===== config.mk =====
export PLATFORM = sky130hd
export DESIGN_NAME = rational_arithmetic_unit_top
export DESIGN_NICKNAME = d
export VERILOG_FILES = /design/src/rau_pkg.sv /design/src/rational_arithmetic_unit_top.sv
export SDC_FILE = /design/constraint.sdc
export NUM_CORES = 2
export LEC_CHECK = 0
export ABC_AREA = 1
export BUFFER_PORTS_ARGS = -buffer_cell sky130_fd_sc_hd__buf_2
export CAP_MARGIN = 25
export CELL_PAD_IN_SITES_DETAIL_PLACEMENT = 0
export CELL_PAD_IN_SITES_GLOBAL_PLACEMENT = 1
export CORE_MARGIN = 3
export CORE_UTILIZATION = 40
export DETAILED_ROUTE_END_ITERATION = 10
export PLACE_DENSITY = 0.67
export SYNTH_ARGS = -nofsm -noshare
export SYNTH_HDL_FRONTEND = slang
export SYNTH_SLANG_ARGS = --single-unit

===== constraint.sdc =====
create_clock -name clk -period 13.2 [get_ports clk]
set_input_delay 1.32 -clock clk [delete_from_list [all_inputs] [get_ports clk]]
set_output_delay 1.32 -clock clk [all_outputs]
set_load 0.01 [all_outputs]

===== src/rau_pkg.sv =====
package rau_pkg;

  // Width of the operand and result values; the port fields are always FIELD_W wide.
  localparam int WIDTH   = 32;
  localparam int FIELD_W = 32;

  // Raw products and sums are twice the value width.
  localparam int PW    = 2 * WIDTH;
  // The shared adder is one bit wider so it can take a shifted division remainder.
  localparam int UW    = PW + 1;
  localparam int CNT_W = $clog2(PW);
  localparam int K_W   = $clog2(PW);

  localparam logic [CNT_W-1:0] CNT_LAST = CNT_W'(PW - 1);

  // Largest magnitude that a negative result may have; a positive one must stay below it.
  localparam logic [PW-1:0] NUM_LIM = PW'(1) << (WIDTH - 1);

  typedef enum logic [1:0] {
    MODE_ADD = 2'd0,
    MODE_SUB = 2'd1,
    MODE_MUL = 2'd2,
    MODE_DIV = 2'd3
  } mode_t;

  typedef enum logic [1:0] {
    STAT_OK   = 2'd0,
    STAT_DIVZ = 2'd1,
    STAT_OVFL = 2'd2
  } status_t;

  typedef enum logic [3:0] {
    S_IDLE,
    S_MUL0,
    S_MUL1,
    S_MUL2,
    S_COMB,
    S_COMB2,
    S_GINIT,
    S_GCD,
    S_SHIFT,
    S_DIVN,
    S_DIVD,
    S_FINISH
  } state_t;

endpackage


===== src/rational_arithmetic_unit_top.sv =====
// Channel | Direction | Ports                                              | Handshake
// input   | in        | in_mode, in_a_num, in_a_den, in_b_num, in_b_den    | in_valid / in_stall
// result  | out       | out_res_num, out_res_den, out_status               | out_valid / out_stall
//
// On an error path a word goes from acceptance straight to S_FINISH and the output register.
// Otherwise it takes up to 3 products on the shared 32x32 multiplier, up to 2 add/subtract
// steps, binary GCD steps (swaps included) on the shared subtractor, two restoring divisions
// (skipped when the odd part of the GCD is 1), and the load. in_stall is high from acceptance
// until that load; a result held by out_stall delays it. The next word can be taken while a
// loaded result waits in the output register. Reset is synchronous, active low; it clears state, out_valid.
module rational_arithmetic_unit_top (
  input  logic                          clk,
  input  logic                          rst_n,
  input  logic                          in_valid,
  output logic                          in_stall,
  input  logic [1:0]                    in_mode,
  input  logic signed [rau_pkg::FIELD_W-1:0] in_a_num,
  input  logic [rau_pkg::FIELD_W-1:0]   in_a_den,
  input  logic signed [rau_pkg::FIELD_W-1:0] in_b_num,
  input  logic [rau_pkg::FIELD_W-1:0]   in_b_den,
  output logic                          out_valid,
  input  logic                          out_stall,
  output logic signed [rau_pkg::FIELD_W-1:0] out_res_num,
  output logic [rau_pkg::FIELD_W-1:0]   out_res_den,
  output logic [1:0]                    out_status
);

  import rau_pkg::*;

  // Sequencer and operand registers.
  state_t              state_r, state_nxt;
  mode_t               mode_r, mode_nxt;
  logic                an_r, an_nxt;
  logic                bn_r, bn_nxt;
  logic                rneg_r, rneg_nxt;
  logic [WIDTH-1:0]    am_r, am_nxt;
  logic [WIDTH-1:0]    bm_r, bm_nxt;
  logic [WIDTH-1:0]    ad_r, ad_nxt;
  logic [WIDTH-1:0]    bd_r, bd_nxt;
  logic [PW-1:0]       num_r, num_nxt;
  logic [PW-1:0]       t2_r, t2_nxt;
  logic [PW-1:0]       den_r, den_nxt;
  logic [PW-1:0]       x_r, x_nxt;
  logic [PW-1:0]       y_r, y_nxt;
  logic [PW-1:0]       rem_r, rem_nxt;
  logic [PW-1:0]       dq_r, dq_nxt;
  logic [K_W-1:0]      k_r, k_nxt;
  logic [CNT_W-1:0]    cnt_r, cnt_nxt;
  status_t             st_r, st_nxt;

  // Output register.
  logic                out_valid_r, out_valid_nxt;
  logic [FIELD_W-1:0]  out_num_r, out_num_nxt;
  logic [FIELD_W-1:0]  out_den_r, out_den_nxt;
  status_t             out_st_r, out_st_nxt;

  // Input fields cut to the value width.
  logic [WIDTH-1:0]    a_v, b_v;

  // Shared multiplier and shared adder/subtractor.
  logic [WIDTH-1:0]    mul_a, mul_b;
  logic [PW-1:0]       mul_p;
  logic [UW-1:0]       alu_a, alu_b;
  logic                alu_sub;
  logic [UW:0]         alu_sum;
  logic                alu_nb;

  logic                s2;
  logic                ovf;
  logic                load;
  logic [PW-1:0]       quot;

  assign a_v = in_a_num[WIDTH-1:0];
  assign b_v = in_b_num[WIDTH-1:0];

  assign mul_p   = mul_a * mul_b;
  assign alu_sum = {1'b0, alu_a} + {1'b0, (alu_sub ? ~alu_b : alu_b)} + (UW + 1)'(alu_sub);
  // With subtraction, a carry out means no borrow.
  assign alu_nb  = alu_sum[UW];

  // Effective sign of the second operand for add and subtract.
  assign s2 = (mode_r == MODE_SUB) ? !bn_r : bn_r;

  // Next quotient word of a division step.
  assign quot = {dq_r[PW-2:0], alu_nb};

  // The reduced result must fit a signed numerator and an unsigned denominator.
  assign ovf = (|den_r[PW-1:WIDTH]) || (rneg_r ? (num_r > NUM_LIM) : (num_r >= NUM_LIM));

  assign load = !out_valid_r || !out_stall;

  // State and datapath registers.
  always_ff @(posedge clk) begin
    if (!rst_n) begin
      state_r     <= S_IDLE;
      out_valid_r <= 1'b0;
    end else begin
      state_r     <= state_nxt;
      out_valid_r <= out_valid_nxt;
    end
    mode_r    <= mode_nxt;
    an_r      <= an_nxt;
    bn_r      <= bn_nxt;
    rneg_r    <= rneg_nxt;
    am_r      <= am_nxt;
    bm_r      <= bm_nxt;
    ad_r      <= ad_nxt;
    bd_r      <= bd_nxt;
    num_r     <= num_nxt;
    t2_r      <= t2_nxt;
    den_r     <= den_nxt;
    x_r       <= x_nxt;
    y_r       <= y_nxt;
    rem_r     <= rem_nxt;
    dq_r      <= dq_nxt;
    k_r       <= k_nxt;
    cnt_r     <= cnt_nxt;
    st_r      <= st_nxt;
    out_num_r <= out_num_nxt;
    out_den_r <= out_den_nxt;
    out_st_r  <= out_st_nxt;
  end

  // Sequencer: next state, operand selection for the shared units, register updates.
  always_comb begin
    state_nxt   = state_r;
    mode_nxt    = mode_r;
    an_nxt      = an_r;
    bn_nxt      = bn_r;
    rneg_nxt    = rneg_r;
    am_nxt      = am_r;
    bm_nxt      = bm_r;
    ad_nxt      = ad_r;
    bd_nxt      = bd_r;
    num_nxt     = num_r;
    t2_nxt      = t2_r;
    den_nxt     = den_r;
    x_nxt       = x_r;
    y_nxt       = y_r;
    rem_nxt     = rem_r;
    dq_nxt      = dq_r;
    k_nxt       = k_r;
    cnt_nxt     = cnt_r;
    st_nxt      = st_r;
    out_num_nxt = out_num_r;
    out_den_nxt = out_den_r;
    out_st_nxt  = out_st_r;
    out_valid_nxt = out_valid_r && out_stall;

    // Default unit operands: GCD compare and subtract.
    mul_a   = ad_r;
    mul_b   = (mode_r == MODE_DIV) ? bm_r : bd_r;
    alu_a   = {1'b0, x_r};
    alu_b   = {1'b0, y_r};
    alu_sub = 1'b1;

    case (state_r)
      S_IDLE: begin
        if (in_valid) begin
          // Take the word apart into signs and magnitudes.
          mode_nxt = mode_t'(in_mode);
          an_nxt   = a_v[WIDTH-1];
          bn_nxt   = b_v[WIDTH-1];
          am_nxt   = a_v[WIDTH-1] ? (~a_v + WIDTH'(1)) : a_v;
          bm_nxt   = b_v[WIDTH-1] ? (~b_v + WIDTH'(1)) : b_v;
          ad_nxt   = in_a_den[WIDTH-1:0];
          bd_nxt   = in_b_den[WIDTH-1:0];
          st_nxt   = STAT_OK;
          if ((in_a_den[WIDTH-1:0] == '0) || (in_b_den[WIDTH-1:0] == '0) ||
              ((mode_t'(in_mode) == MODE_DIV) && (b_v == '0))) begin
            st_nxt    = STAT_DIVZ;
            state_nxt = S_FINISH;
          end else begin
            state_nxt = S_MUL0;
          end
        end
      end

      // First product: the numerator, or the first cross term of a sum.
      S_MUL0: begin
        mul_a    = am_r;
        mul_b    = (mode_r == MODE_MUL) ? bm_r : bd_r;
        num_nxt  = mul_p;
        rneg_nxt = an_r ^ bn_r;
        if ((mode_r == MODE_ADD) || (mode_r == MODE_SUB)) begin
          state_nxt = S_MUL1;
        end else begin
          state_nxt = S_MUL2;
        end
      end

      // Second cross term of a sum or difference.
      S_MUL1: begin
        mul_a     = bm_r;
        mul_b     = ad_r;
        t2_nxt    = mul_p;
        state_nxt = S_MUL2;
      end

      // Denominator product.
      S_MUL2: begin
        den_nxt = mul_p;
        if ((mode_r == MODE_ADD) || (mode_r == MODE_SUB)) begin
          state_nxt = S_COMB;
        end else begin
          state_nxt = S_GINIT;
        end
      end

      // Combine the cross terms in sign-magnitude form.
      S_COMB: begin
        alu_a   = {1'b0, num_r};
        alu_b   = {1'b0, t2_r};
        alu_sub = (an_r != s2);
        if (!alu_sub || alu_nb) begin
          num_nxt   = alu_sum[PW-1:0];
          rneg_nxt  = an_r;
          state_nxt = S_GINIT;
        end else begin
          state_nxt = S_COMB2;
        end
      end

      // The second term was larger: take the difference the other way round.
      S_COMB2: begin
        alu_a     = {1'b0, t2_r};
        alu_b     = {1'b0, num_r};
        num_nxt   = alu_sum[PW-1:0];
        rneg_nxt  = s2;
        state_nxt = S_GINIT;
      end

      // A zero numerator needs no reduction and comes out as 0/1.
      S_GINIT: begin
        if (num_r == '0) begin
          den_nxt   = PW'(1);
          rneg_nxt  = 1'b0;
          state_nxt = S_FINISH;
        end else begin
          x_nxt     = num_r;
          y_nxt     = den_r;
          k_nxt     = '0;
          state_nxt = S_GCD;
        end
      end

      // Binary GCD, one step per cycle; k counts the common factors of two.
      S_GCD: begin
        if (!x_r[0] && !y_r[0]) begin
          x_nxt = x_r >> 1;
          y_nxt = y_r >> 1;
          k_nxt = k_r + K_W'(1);
        end else if (!x_r[0]) begin
          x_nxt = x_r >> 1;
        end else if (!y_r[0]) begin
          y_nxt = y_r >> 1;
        end else if (alu_sum[PW-1:0] == '0) begin
          state_nxt = S_SHIFT;
        end else if (!alu_nb) begin
          x_nxt = y_r;
          y_nxt = x_r;
        end else begin
          x_nxt = alu_sum[PW-1:0] >> 1;
        end
      end

      // Remove the power of two of the GCD; the odd part is divided out next.
      S_SHIFT: begin
        dq_nxt  = num_r >> k_r;
        den_nxt = den_r >> k_r;
        rem_nxt = '0;
        cnt_nxt = '0;
        if (x_r == PW'(1)) begin
          num_nxt   = num_r >> k_r;
          state_nxt = S_FINISH;
        end else begin
          state_nxt = S_DIVN;
        end
      end

      // Restoring division of the numerator, then of the denominator.
      S_DIVN, S_DIVD: begin
        alu_a   = {rem_r, dq_r[PW-1]};
        alu_b   = {1'b0, x_r};
        dq_nxt  = quot;
        rem_nxt = alu_nb ? alu_sum[PW-1:0] : {rem_r[PW-2:0], dq_r[PW-1]};
        cnt_nxt = cnt_r + CNT_W'(1);
        if (cnt_r == CNT_LAST) begin
          cnt_nxt = '0;
          if (state_r == S_DIVN) begin
            num_nxt   = quot;
            dq_nxt    = den_r;
            rem_nxt   = '0;
            state_nxt = S_DIVD;
          end else begin
            den_nxt   = quot;
            state_nxt = S_FINISH;
          end
        end
      end

      // Range check and load of the output register once it is free.
      S_FINISH: begin
        if (load) begin
          out_valid_nxt = 1'b1;
          state_nxt     = S_IDLE;
          if (st_r != STAT_OK) begin
            out_num_nxt = '0;
            out_den_nxt = FIELD_W'(1);
            out_st_nxt  = st_r;
          end else if (ovf) begin
            out_num_nxt = '0;
            out_den_nxt = FIELD_W'(1);
            out_st_nxt  = STAT_OVFL;
          end else begin
            out_num_nxt = rneg_r ? (-FIELD_W'(num_r[WIDTH-1:0])) : FIELD_W'(num_r[WIDTH-1:0]);
            out_den_nxt = FIELD_W'(den_r[WIDTH-1:0]);
            out_st_nxt  = STAT_OK;
          end
        end
      end

      default: begin
        state_nxt = S_IDLE;
      end
    endcase
  end

  assign in_stall    = (state_r != S_IDLE);
  assign out_valid   = out_valid_r;
  assign out_res_num = out_num_r;
  assign out_res_den = out_den_r;
  assign out_status  = out_st_r;

endmodule


---- After elaboration in Yosys (flattened, before gate mapping) ----
Index checks and enable logic that the tools add are counted.
cells by class
  add/sub/neg operators ................... 7
  multipliers ............................. 1
  $lt $le $gt $ge ......................... 2
  equality and inequality tests ........... 36
  shift operators ......................... 2
  multiplexer cells ....................... 70
  bitwise logic cells ..................... 4
  reductions and logical operators ........ 43
operators by type and width
  operator                                                                  number
  64-bit two-way mux                                                        23
  64-bit one-hot mux with 2 select lines                                    4
  64-bit one-hot mux with 5 select lines                                    1
  64-bit one-hot mux with 4 select lines                                    1
  65-bit one-hot mux with 3 select lines                                    1
  64-bit one-hot mux with 3 select lines                                    1
  64-bit logical NOT                                                        2
  32-bit one-hot mux with 2 select lines                                    2
  64-bit by 6-bit >> shifter with 64-bit output                             2
  32-bit logical NOT                                                        3
  32-bit two-way mux                                                        3
  65-bit by 65-bit adder with 66-bit output                                 1
  66-bit by 1-bit adder with 66-bit output                                  1
  65-bit two-way mux                                                        1
  65-bit inverter                                                           1
  32-bit by 1-bit adder with 32-bit output (second input constant)          2
  64-bit by 1-bit == test with 1-bit output (second input constant)         1
  64-bit by 32-bit >= comparator with 1-bit output (second input constant)  1
  64-bit by 32-bit > comparator with 1-bit output (second input constant)   1
  32-bit by 32-bit multiplier with 64-bit output                            1
  32-bit inverter                                                           2
  31-bit two-way mux                                                        2
  4-bit one-hot mux with 11 select lines                                    1
  4-bit two-way mux                                                         9
  34 further kinds                                                          98
word-level totals
  register bits ........................... 666
  input port bits ......................... 134
  logic and storage cells ................. 192

---- Logic depth before layout (Yosys ltp) ----
  depth in word-level cells ............... 13
  depth in mapped cells ................... 42
  depth with buffers taken out ............ 39

---- Worst setup path before layout ----
Ideal clock, no wire load.
  path type ............................... register to register
  start point ............................. register state_r[1]
  end point ............................... register num_r[0], enable pin
  arrival ................................. 9,485 ps
  required time ........................... 12,619 ps
  path slack .............................. 3,134 ps
  cell stages (with the launch flop) ...... 12
  clock period less this slack ............ 10,066 ps
  cell sequence ........................... dfxtp_1 inv_2 nor2_1 nand2_2 nand2_2 clkbuf_1 nor2_1 inv_1 nor2_1 inv_1 o21ai_0 a211oi_1
on the way
  word-level cells in the longest chain between the ends .. 10
ends and longest elaborated chain
  what                                       line                                                                      source
  from (decl)                                rational_arithmetic_unit_top.sv:31                                        state_t state_r, state_nxt;
  from (signal assigned)                     rational_arithmetic_unit_top.sv:98                                        state_r <= state_nxt;
  4-bit == test, on equally long branches    rational_arithmetic_unit_top.sv:157, rational_arithmetic_unit_top.sv:290
  2-bit OR reduction                         rational_arithmetic_unit_top.sv:157                                       case (state_r)
  64-bit one-hot mux with 3 select lines     rational_arithmetic_unit_top.sv:157
  65-bit inverter                            rational_arithmetic_unit_top.sv:77                                        assign alu_sum = {1'b0, alu_a} + {1'b0, (alu_sub ? ~alu_b : alu_b)} + (UW + 1)'(alu_sub);
  65-bit two-way mux                         rational_arithmetic_unit_top.sv:77
  65-bit by 65-bit adder with 66-bit output  rational_arithmetic_unit_top.sv:77
  66-bit by 1-bit adder with 66-bit output   rational_arithmetic_unit_top.sv:77
  1-bit logical OR                           rational_arithmetic_unit_top.sv:215                                       if (!alu_sub || alu_nb) begin
  2-bit != test (no source line)             n/a
  5-bit AND reduction (no source line) *     n/a
  to (signal assigned)                       rational_arithmetic_unit_top.sv:109                                       num_r <= num_nxt;
  to (decl)                                  rational_arithmetic_unit_top.sv:40                                        logic [PW-1:0] num_r, num_nxt;
Mark *: on every way between the ends. The rest lies on a longest branch, timed or not.
A chain may end at the register's enable or synchronous reset.

---- Worst setup path after layout ----
  start point ............................. register state_r[1]
  end point ............................... register num_r[47], data pin
RTL lines
  what                                                                                                  line                                 source
  4-bit by 2-bit == test with 1-bit output or 4-bit by 1-bit == test with 1-bit output (tied branches)  rational_arithmetic_unit_top.sv:157
  32-bit one-hot mux with 2 select lines                                                                rational_arithmetic_unit_top.sv:157
  32-bit by 32-bit multiplier with 64-bit output *                                                      rational_arithmetic_unit_top.sv:76   assign mul_p = mul_a * mul_b;
  via mul_p[47]                                                                                         rational_arithmetic_unit_top.sv:62   logic [PW-1:0] mul_p;
  64-bit one-hot mux with 5 select lines *                                                              rational_arithmetic_unit_top.sv:157
  via num_nxt[47]                                                                                       rational_arithmetic_unit_top.sv:40
The timed path passes the listed nets; every way through them passes the cells marked *. The select of a mux whose other input is x is not followed.

==> impl_metrics.ini <==
[global_routing]
track_usage = 0.3544
grt_overflow = 0
grt_start_max_net_pins = 193
antenna_found_initial = 23
grt_pass1_vias = 77639
grt_pass1_wl_mm = 550.9

[die]
initial_utilization = 0.4039
die_area_um2 = 213200
ios = 202
std_cell_rows = 166
fp.dieW_um = 461.7
fp.dieH_um = 461.7
core_area_um2 = 205600

[cells_and_area]
num-fill-cells = 21114
seqCellArea_um2 = 19920
multi_input_area_um2 = 52780
final_area_um2 = 90050
nets = 12065
drive_above_1_share = 0.05738
area_growth_syn_to_layout_pct = 8.416

[route]
drcViolationCount = 0
dr_total_vias = 77544
postRouteAntennaNets = 0
drtPass1Iterations = 7
viasPerCell = 5.758
wirelength_mm = 380.9
avgRoutedWirePerCell_um = 28.28
drt-initial-drc-count = 9936

[timing]
skew_ns = 0.09524
setup_viol = 0
final.min_clock_period_ns = 11.33
rsz0062_at_grt = false
timing_hold_violations_final = 0
finalWorstSetupSlack_ns = 1.874
worst_pin_slew_ns = 1.200
drv_slew = 0
finalSetupTns_ns = 0
fmax_ghz = 0.08829
max_slew_margin = 0.1916
period_share = 0.8580

[run_status]
status = finished clean

[synthesis]
synth_ff_type = edfxtp_1
yosysUniqueCellTypes = 59
netlist_area_um2 = 83060
yosys_warnings = 0
syn-instance-count = 10821
ys_seq_area_frac = 0.2398
ys_seq_elements = 665
avgSynthCellArea_um2 = 7.676
syn-num-nets = 12184
async_flop_share = 0
synth-edff-count = 660

[clocking]
clk_pin_slew_ns = 0.06
cts_tree = done
holdBufCountCts = 0
insertion_delay_ns = 0.78
cts_setup_buffers = 0
cts_sinks = 665
cts_buffers = 84
cts_resized = 0
cts_buffer_depth = 3
cts-htree-levels = 3
root_buffer = clkbuf_16

[worst_setup_path]
worst-setup-path-type = flip-flop to flip-flop
critical_path.max_stage_delay_ns = 0.82
crit_fanout = 25
path_delay_family = adder cells
critPathBufInv = 8
slowest_stage = o221ai_2
end_kind = flip-flop
cp_num_cells = 31
worstPathRequired_ns = 13.61
worstPathArrival_ns = 11.74
critPathLaunchType = flip-flop
r2r_cells = 31
cpMostUsedCell = fa_1

[min_path]
hp-class = flip-flop to flip-flop
min_path_cells = 2

[place]
place_ws_ns = 2.099
gp_routability_congestion = 1.022
hpwl_mm = 299.4
io_buffers = 201
placed_area_um2 = 87080

[run]
drv_cap = 0
## worst min-delay path, cell delays in order (launching register included)
cell and delay (ns):
edfxtp_1 0.38, a21oi_1 0.07, o21ai_0 0.07
## area by class of cell
class                   count  share of cell area
diodes                      9           0.0002501
clock buffers             101             0.02429
clock inverters            54            0.007336
inverters                2306             0.09629
multi-input cells        7266              0.5861
flip-flops and latches    665              0.2212
well taps                2688             0.03735
repair buffers            379             0.02723
## flip-flops by register name, indices dropped and copies added, names as in the netlist, 2 cells and up
name,count
den_r,64
dq_r,64
num_r,64
rem_r,64
t2_r,64
x_r,64
y_r,64
ad_r,32
am_r,32
bd_r,32
bm_r,32
out_res_den,32
out_res_num,32
cnt_r,6
k_r,6
state_r,4
mode_r,2
out_status,2
## per-layer routing
metal / share of wire / vias up / global-route usage
met5: 0.00061 / - / 0.002941
met4: 0.067 / 24 / 0.2013
met3: 0.090 / 846 / 0.06230
met2: 0.45 / 4190 / 0.5642
met1: 0.39 / 38329 / 0.4548
li1: - / 34155 / -
## cell usage after synthesis, types with 12 or more instances
cell,number,area share
mux2i_1,182,0.022
xor2_1,173,0.018
o22ai_1,166,0.013
o211ai_1,116,0.010
o21ai_0,738,0.044
a22oi_1,56,0.0051
nor4_1,57,0.0043
nand3b_1,20,0.0018
fa_1,897,0.22
a21oi_1,389,0.023
a21o_1,16,0.0014
nor2_1,612,0.028
o21a_1,12,0.0011
xnor2_1,50,0.0053
buf_1,61,0.0028
ha_1,332,0.050
nand2_1,2637,0.12
or2_2,17,0.0013
a31oi_1,49,0.0037
nand3_1,260,0.016
nand4_1,45,0.0034
inv_1,2289,0.10
a221oi_1,55,0.0058
o2111ai_1,67,0.0071
edfxtp_1,660,0.24
clkbuf_1,512,0.023
a211oi_1,26,0.0023
nor3_1,73,0.0044
o221ai_1,93,0.0098
o21bai_1,37,0.0033
## worst paths after layout
check,startpoint,to,slack (ns)
max,state_r[1],num_r[47],1.87
min,dq_r[27],num_r[28],0.57
max reg2reg,state_r[1],num_r[47],1.87
min reg2reg,dq_r[27],num_r[28],0.57
## per-stage QoR
step           cells  hold slack [ns]  utilization
6_report       13468           0.5662       0.4379
5_1_grt        13463           0.5705       0.4379
4_1_cts        13452           0.5508       0.4373
3_5_place_dp   13297           0.5603       0.4235
3_3_place_gp   13289           0.5628       0.4231
2_1_floorplan  10821           0.4507            -
## cell families (layout without fill, tap and decap cells)
group                      Yosys count  count (layout)  synth area share
buffers and inverters             2890            2840            0.1310
adders and majority gates         1229            1229            0.2662
AOI/OAI and AO/OA                 1877            1877            0.1365
DFF                                665             665            0.2398
xor gates and xnor gates           223             223           0.02351
muxes                              183             183           0.02207
and+or+nand+nor                   3754            3754            0.1809
other                                0               9                 0
## placed cells by master (no fill, tap or decap), drive strengths merged, types with 10 or more instances in the layout
| cell type | netlist | routed |
|---|---|---|
| nor3 | 73 | 73 |
| xor2 | 173 | 173 |
| a21boi | 10 | 10 |
| ha | 332 | 332 |
| xnor2 | 50 | 50 |
| o221ai | 93 | 93 |
| mux2i | 182 | 182 |
| o2111ai | 67 | 67 |
| o21bai | 37 | 37 |
| a21o | 16 | 16 |
| a221oi | 55 | 55 |
| o31ai | 11 | 11 |
| nand3b | 20 | 20 |
| nor2 | 620 | 620 |
| a211oi | 26 | 26 |
| o21a | 12 | 12 |
| clkinv | 6 | 44 |
| nand2 | 2647 | 2647 |
| clkbuf | 512 | 102 |
| nand4 | 47 | 47 |
| nand3 | 262 | 262 |
| a22oi | 56 | 56 |
| o22ai | 166 | 166 |
| edfxtp | 660 | 660 |
| nor4 | 57 | 57 |
| bufinv | 0 | 10 |
| buf | 72 | 378 |
| o21ai | 738 | 738 |
| fa | 897 | 897 |
| a21oi | 389 | 389 |
| o211ai | 116 | 116 |
| a31oi | 49 | 49 |
| inv | 2300 | 2302 |
| or2 | 17 | 17 |
Power is left out: the tool's default activity adds up to more than one toggle a clock period on the data nets, which glitch-free logic cannot reach.
